**src/hdl/rbh_pkg.sv**
```systemverilog
// ----------------------------------------------------------------------------
// rbh_pkg
// shared constants and register codes for the rounded border hit test
// ----------------------------------------------------------------------------
package rbh_pkg;

  localparam int COORD_BITS = 16;
  localparam int REG_IDX_W  = 3;

  typedef enum logic [REG_IDX_W-1:0] {
    REG_RECT_WIDTH       = 3'd0,
    REG_RECT_HEIGHT      = 3'd1,
    REG_BORDER_THICKNESS = 3'd2,
    REG_RADIUS_TL        = 3'd3,
    REG_RADIUS_TR        = 3'd4,
    REG_RADIUS_BR        = 3'd5,
    REG_RADIUS_BL        = 3'd6
  } reg_idx_t;

endpackage

```
**src/hdl/rbh_shape_sel.sv**
```systemverilog
// ----------------------------------------------------------------------------
// rbh_shape_sel
// bounds check and corner selection for one rounded rectangle; all lengths
// doubled, radii already clamped
// ----------------------------------------------------------------------------
module rbh_shape_sel #(
  parameter int CW = rbh_pkg::COORD_BITS
) (
  input  logic signed [CW+3:0] px,
  input  logic signed [CW+3:0] py,
  input  logic signed [CW+3:0] wd,
  input  logic signed [CW+3:0] ht,
  input  logic        [CW-1:0] r_tl,
  input  logic        [CW-1:0] r_tr,
  input  logic        [CW-1:0] r_br,
  input  logic        [CW-1:0] r_bl,
  output logic                 in_bounds,
  output logic                 round,
  output logic        [CW-1:0] adx,
  output logic        [CW-1:0] ady,
  output logic        [CW-1:0] rad
);

  localparam int XW = CW + 4;

  logic signed [XW-1:0] rtl, rtr, rbr, rbl;
  logic signed [XW-1:0] dx, dy, ax, ay;
  logic        [CW-1:0] rsel;

  assign rtl = $signed({{(XW-CW){1'b0}}, r_tl});
  assign rtr = $signed({{(XW-CW){1'b0}}, r_tr});
  assign rbr = $signed({{(XW-CW){1'b0}}, r_br});
  assign rbl = $signed({{(XW-CW){1'b0}}, r_bl});

  assign in_bounds = !(px < 0 || py < 0 || px > wd || py > ht);

  always_comb begin
    round = 1'b1;
    dx    = '0;
    dy    = '0;
    rsel  = '0;
    if (px < rtl && py < rtl && r_tl != '0) begin
      dx   = px - rtl;
      dy   = py - rtl;
      rsel = r_tl;
    end else if (px > wd - rtr && py < rtr && r_tr != '0) begin
      dx   = px - (wd - rtr);
      dy   = py - rtr;
      rsel = r_tr;
    end else if (px > wd - rbr && py > ht - rbr && r_br != '0) begin
      dx   = px - (wd - rbr);
      dy   = py - (ht - rbr);
      rsel = r_br;
    end else if (px < rbl && py > ht - rbl && r_bl != '0) begin
      dx   = px - rbl;
      dy   = py - (ht - rbl);
      rsel = r_bl;
    end else begin
      round = 1'b0;
    end
  end

  assign ax  = dx[XW-1] ? -dx : dx;
  assign ay  = dy[XW-1] ? -dy : dy;
  assign adx = ax[CW-1:0];
  assign ady = ay[CW-1:0];
  assign rad = rsel;

endmodule

```
**config.mk**
```make
export PLATFORM = sky130hd
export DESIGN_NAME = rbh_shape_sel
export DESIGN_NICKNAME = d
export VERILOG_FILES = /design/src/hdl/rbh_pkg.sv /design/src/hdl/rbh_shape_sel.sv
export SDC_FILE = /design/constraint.sdc
export NUM_CORES = 1
export LEC_CHECK = 0
export BUFFER_PORTS_ARGS = -buffer_cell sky130_fd_sc_hd__clkbuf_2
export CAP_MARGIN = 20
export CORE_MARGIN = 2
export CORE_UTILIZATION = 45
export DETAILED_ROUTE_END_ITERATION = 10
export GPL_TIMING_DRIVEN = 0
export PLACE_DENSITY = 0.66
export SLEW_MARGIN = 20
export SYNTH_ARGS = -nofsm -noshare
export SYNTH_HDL_FRONTEND = slang
export SYNTH_SLANG_ARGS = --single-unit
```
**constraint.sdc**
```tcl
create_clock -name vclk -period 10.5
set_input_delay 1.05 -clock vclk [all_inputs]
set_output_delay 1.05 -clock vclk [all_outputs]
set_load 0.05 [all_outputs]
```
======== Yosys cells after proc, flatten, opt, wreduce, memory -nomap -nowiden ========
Index checks and enable logic that the tools add are counted.
word-level totals
  input bits .............................. 144
  logic and storage cells ................. 60
  register bits after elaboration ......... 0
cells by class
  add/subtract/negate cells ............... 14
  reduce and logical (&&, ||, !) cells .... 16
  multiplexer cells ....................... 18
  $lt $le $gt $ge ......................... 12
operators with widths
  kind                                                                            number
  20-bit 2-to-1 mux                                                               8
  20-bit by 17-bit subtractor with 20-bit output                                  8
  20-bit > comparator                                                             6
  16-bit 2-to-1 mux                                                               6
  20-bit by 17-bit less-than comparator with 1-bit output                         4
  20-bit subtractor                                                               4
  16-bit nonzero test                                                             4
  20-bit by 1-bit less-than comparator with 1-bit output (second input constant)  2
  16-bit negation                                                                 2
  1-bit logical AND                                                               8
  1-bit 2-to-1 mux                                                                4
  1-bit logical OR                                                                3
  1-bit logical NOT                                                               1

======== Depth between registers and ports, before layout ========
  word-level depth ........................ 10
  depth in mapped cells ................... 32
  mapped depth without buffers ............ 31

======== Least setup slack after synthesis ========
Ideal clock, no wire load.
  path kind ............................... in2out
  from .................................... input wd[0]
  to ...................................... output ady[12]
  cell stages on the path ................. 32
  data required time ...................... 9.450 ns
  data arrival time ....................... 7.649 ns
  setup slack ............................. 1.801 ns
  cells stage by stage .................... inv_1 > ha_1 > inv_1 > fa_1 > a21o_1 > a21oi_1 > o21ai_0 > a21oi_1 > o21bai_1 > a21oi_1 > o21ai_0 > o21ai_0 > o211ai_1 > a2111oi_0 > xnor2_1 > ha_1 > and3_1 > nand4_1 > o2111ai_1 > or3_1 > nand2_1 > clkbuf_1 > nor4_1 > a211o_1 > a21o_1 > inv_1 > ha_1 > o21ai_0 > a21oi_1 > and3_1 > a41oi_1 > xnor2_1
between the ends
  cells in the longest elaborated chain, start to end .. 9
  elaborated cells between the ends (all ways) .. 13
  those cells by class .................... 3 x add/sub; 2 x order compare; 4 x mux; 4 x reduce/logical
RTL lines
  what                                            RTL line             text
  from (decl)                                     rbh_shape_sel.sv:11  input logic signed [CW+3:0] wd,
  20-bit by 17-bit subtractor with 20-bit output  rbh_shape_sel.sv:50  end else if (px > wd - rbr && py > ht - rbr && r_br != '0) begin
  20-bit > comparator                             rbh_shape_sel.sv:50
  1-bit logical AND (2 in a row)                  rbh_shape_sel.sv:50
  20-bit 2-to-1 mux                               rbh_shape_sel.sv:50
  20-bit 2-to-1 mux *                             rbh_shape_sel.sv:46  end else if (px > wd - rtr && py < rtr && r_tr != '0) begin
  20-bit 2-to-1 mux *                             rbh_shape_sel.sv:42  if (px < rtl && py < rtl && r_tl != '0) begin
  16-bit negation                                 rbh_shape_sel.sv:64  assign ay = dy[XW-1] ? -dy : dy;
  16-bit 2-to-1 mux *                             rbh_shape_sel.sv:64
  to (decl)                                       rbh_shape_sel.sv:20  output logic [CW-1:0] ady,
Mark *: on every way between the ends. The rest lies on a longest branch, timed or not.

======== Worst setup path in the final report ========
  from .................................... input r_br[1]
  to ...................................... output rad[8]
between the ends
  cells in the longest elaborated chain, start to end .. 7
  elaborated cells between the ends (all ways) .. 10
  those cells by class .................... 2 x add/sub; 2 x order compare; 3 x mux; 3 x reduce/logical
RTL lines
  what                                            RTL line             text
  from (decl)                                     rbh_shape_sel.sv:15  input logic [CW-1:0] r_br,
  20-bit by 17-bit subtractor with 20-bit output  rbh_shape_sel.sv:50
  20-bit > comparator                             rbh_shape_sel.sv:50
  1-bit logical AND                               rbh_shape_sel.sv:50
  1-bit logical AND *                             rbh_shape_sel.sv:50
  16-bit 2-to-1 mux *                             rbh_shape_sel.sv:50
  16-bit 2-to-1 mux *                             rbh_shape_sel.sv:46
  16-bit 2-to-1 mux *                             rbh_shape_sel.sv:42
  to (decl)                                       rbh_shape_sel.sv:21  output logic [CW-1:0] rad
Marks and branches as above.

==> metrics.yaml <==
status: "complete, no violations"
fin_tns_setup_ns: 0
yosys.cell_count.top_type: "ha_1"
avgRoutedWirePerCell_um: 24.0
slew_violations: 0
num_vias: 15883
setup_violations: 0
drc_errors: 0
fin_crit_sh: 0.970
ant_nets: 0
hold_slack_ns: 2.56
synth_area_leaders: "ha_1 23%, xnor2_1 7.7%, a21oi_1 6.4%, o21ai_0 5.2%, inv_1 4.9%"
switching_power_uw: 1520
ys_top_cells_by_count: "250 x ha_1, 176 x inv_1, 171 x a21oi_1"
crit_path_max_fanout: 10
seqPwrFrac: 0
syn-instance-count: 1907
post_route_cells_drive_above_1_share: 0.122
via_per_inst: 6.39
finalHoldViolCount: 0
cp-start-kind: "input pin"
tightest_slew_ns: 1.12
port_buffers: 190
irDropWorstVdd_mv: 0.155
core_sq_um: 29400
p_comb_frac: 1.000
first_iter_violations: 999
hold_path.class: "in2out"
gp_congestion: 0.987
internal_power_uw: 718
grt_pass1_vias: 15474
fillerInstances: 3054
synth_top_area_share: 0.234
grt_max_degree: 20
syn-cell-area_sq_um: 13400
rsz0062_at_grt: "false"
drv_cap: 0
dieArea_sq_um: 31100
clock_power_share: 0
ioPinCount: 194
hpwl_um: 50800
synth.avg_cell_area_sq_um: 7.00
wl_um: 59700
die_x_um: 176
powerDensity_nw_per_um2: 151
critPathRequiredTime_ns: 9.45
fp-row-count: 63
die_h_um: 176
clock.fmax_mhz: 98.2
critPathCaptureType: "output port"
start_util: 0.454
antenna_found_initial: 1
diodes: 0
syn-num-nets: 2313
track_usage: 0.371
nClkBuffers: 0
synth_cell_types: 88
seqCellArea_sq_um: 0
ys_warn_count: 0
seq_cell_count: 0
postCtsSetupBuffers: 0
fin_crit_ns: 10.19
power_leakage_uw: 0.00700
first_pass_iters: 5
grt_remaining_overflow: 0
path_class: "in2out"
finalPower_uw: 2240
grt_pass1_wl_um: 87500
slew_headroom: 0.245
syn_to_final_growth_pct: 10.9
synth_top_cell_by_area: "ha_1"
cp.arrival_ns: 9.14
seq_area_frac_synth: 0
final_nets: 2504
swShare: 0.680
-- power groups by stage --
stage | Clock (uW) | Sequential [uW] | Combinational, uW
after floorplan | 0 | 0 | 1610
after global placement | 0 | 0 | 2170
after detailed placement | 0 | 0 | 2190
after CTS | 0 | 0 | 2190
after global routing | 0 | 0 | 2380
final | 0 | 0 | 2240
-- metrics by stage --
stage          worst slack (ns)  instances  instance area, sq um  utilization
3_5_place_dp             -0.108       2487                 14800        0.503
6_report                  0.313       2486                 14800        0.504
3_3_place_gp            -0.0270       2487                 14800        0.503
5_1_grt                  0.0962       2486                 14800        0.504
4_1_cts                   0.141       2486                 14800        0.503
2_1_floorplan              1.80       1907                 13400            -
-- routing by layer --
metal	wire length (um)	global-route usage
met2	28100	0.651
met1	24300	0.460
met5	11	0
met3	4380	0.0355
met4	2820	0.160
-- cell families (layout without fill, tap and decap cells) --
kind of cell / Yosys count / after routing / synth area share
and+or+nand+nor: 565 / 565 / 0.215
adders and majority gates: 262 / 262 / 0.252
xor gates and xnor gates: 180 / 180 / 0.118
AOI/OAI and AO/OA: 668 / 668 / 0.340
buffers and inverters: 222 / 411 / 0.0664
muxes: 10 / 10 / 0.00768
-- worst paths after layout --
path / from / slack [ns] / to / cells after the start
worst max-delay path: r_br[1] / 0.31 / rad[8] / 27
worst min-delay path: r_tl[2] / 2.56 / rad[2] / 4
-- final cells by class --
type | instances | area, sq um | share of cell area
well taps | 390 | 488 | 0.0329
plain buffers | 45 | 224 | 0.0151
repair buffers | 190 | 951 | 0.0642
inverters | 176 | 661 | 0.0446
multi-input cells | 1685 | 12500 | 0.843
-- timing repair --
action,in CTS,in global routing
endpoints found under the setup margin,8,29
hold buffers,0,0
resized for setup,1,8
-- cell usage in the layout, fill, tap and decap left out, types with 12 or more instances in the layout --
master     netlist  final
a21o_1          48     48
a211oi_1        33     33
o221ai_1        18     18
inv_1          176    176
a21oi_1        171    170
o31ai_1         14     14
a221oi_1        12     12
a211o_1         16     16
o2111ai_1       14     14
xnor2_1        117    117
clkbuf_1        23     22
ha_1           250    250
nor2_1         123    122
o21a_1          36     36
o21ai_0        138    137
o21bai_1        20     20
a31oi_1         13     13
and2_1          12     12
or3_1           21     21
nor4_1          29     28
nand3_1         56     56
nand2b_1        32     32
fa_1            12     12
clkbuf_2         0    191
nor2b_1         21     21
and3_1          18     18
xor2_1          63     63
nand4_1         42     42
nand2_1        119    118
o211ai_1        24     24
nor3_1          53     53
-- worst max-delay path: stages --
cell	delay, ns
clkbuf_2	0.10
inv_1	0.21
ha_1	0.36
nor2b_1	0.11
o21ai_0	0.10
a21boi_0	0.19
o21ai_0	0.10
nand2b_1	0.12
a21oi_1	0.09
o21bai_1	0.29
a41oi_1	0.27
a211oi_1	0.60
o211a_1	0.25
nor3_1	0.05
ha_1	0.35
inv_1	0.14
a221oi_1	0.70
o41ai_2	0.26
nor2_2	0.60
clkbuf_1	0.68
nand2_2	0.39
clkbuf_1	0.48
buf_1	0.38
o221ai_1	0.26
o21ai_0	0.12
o21ai_0	0.48
clkbuf_2	0.38
(Power assumes the default switching activity.)
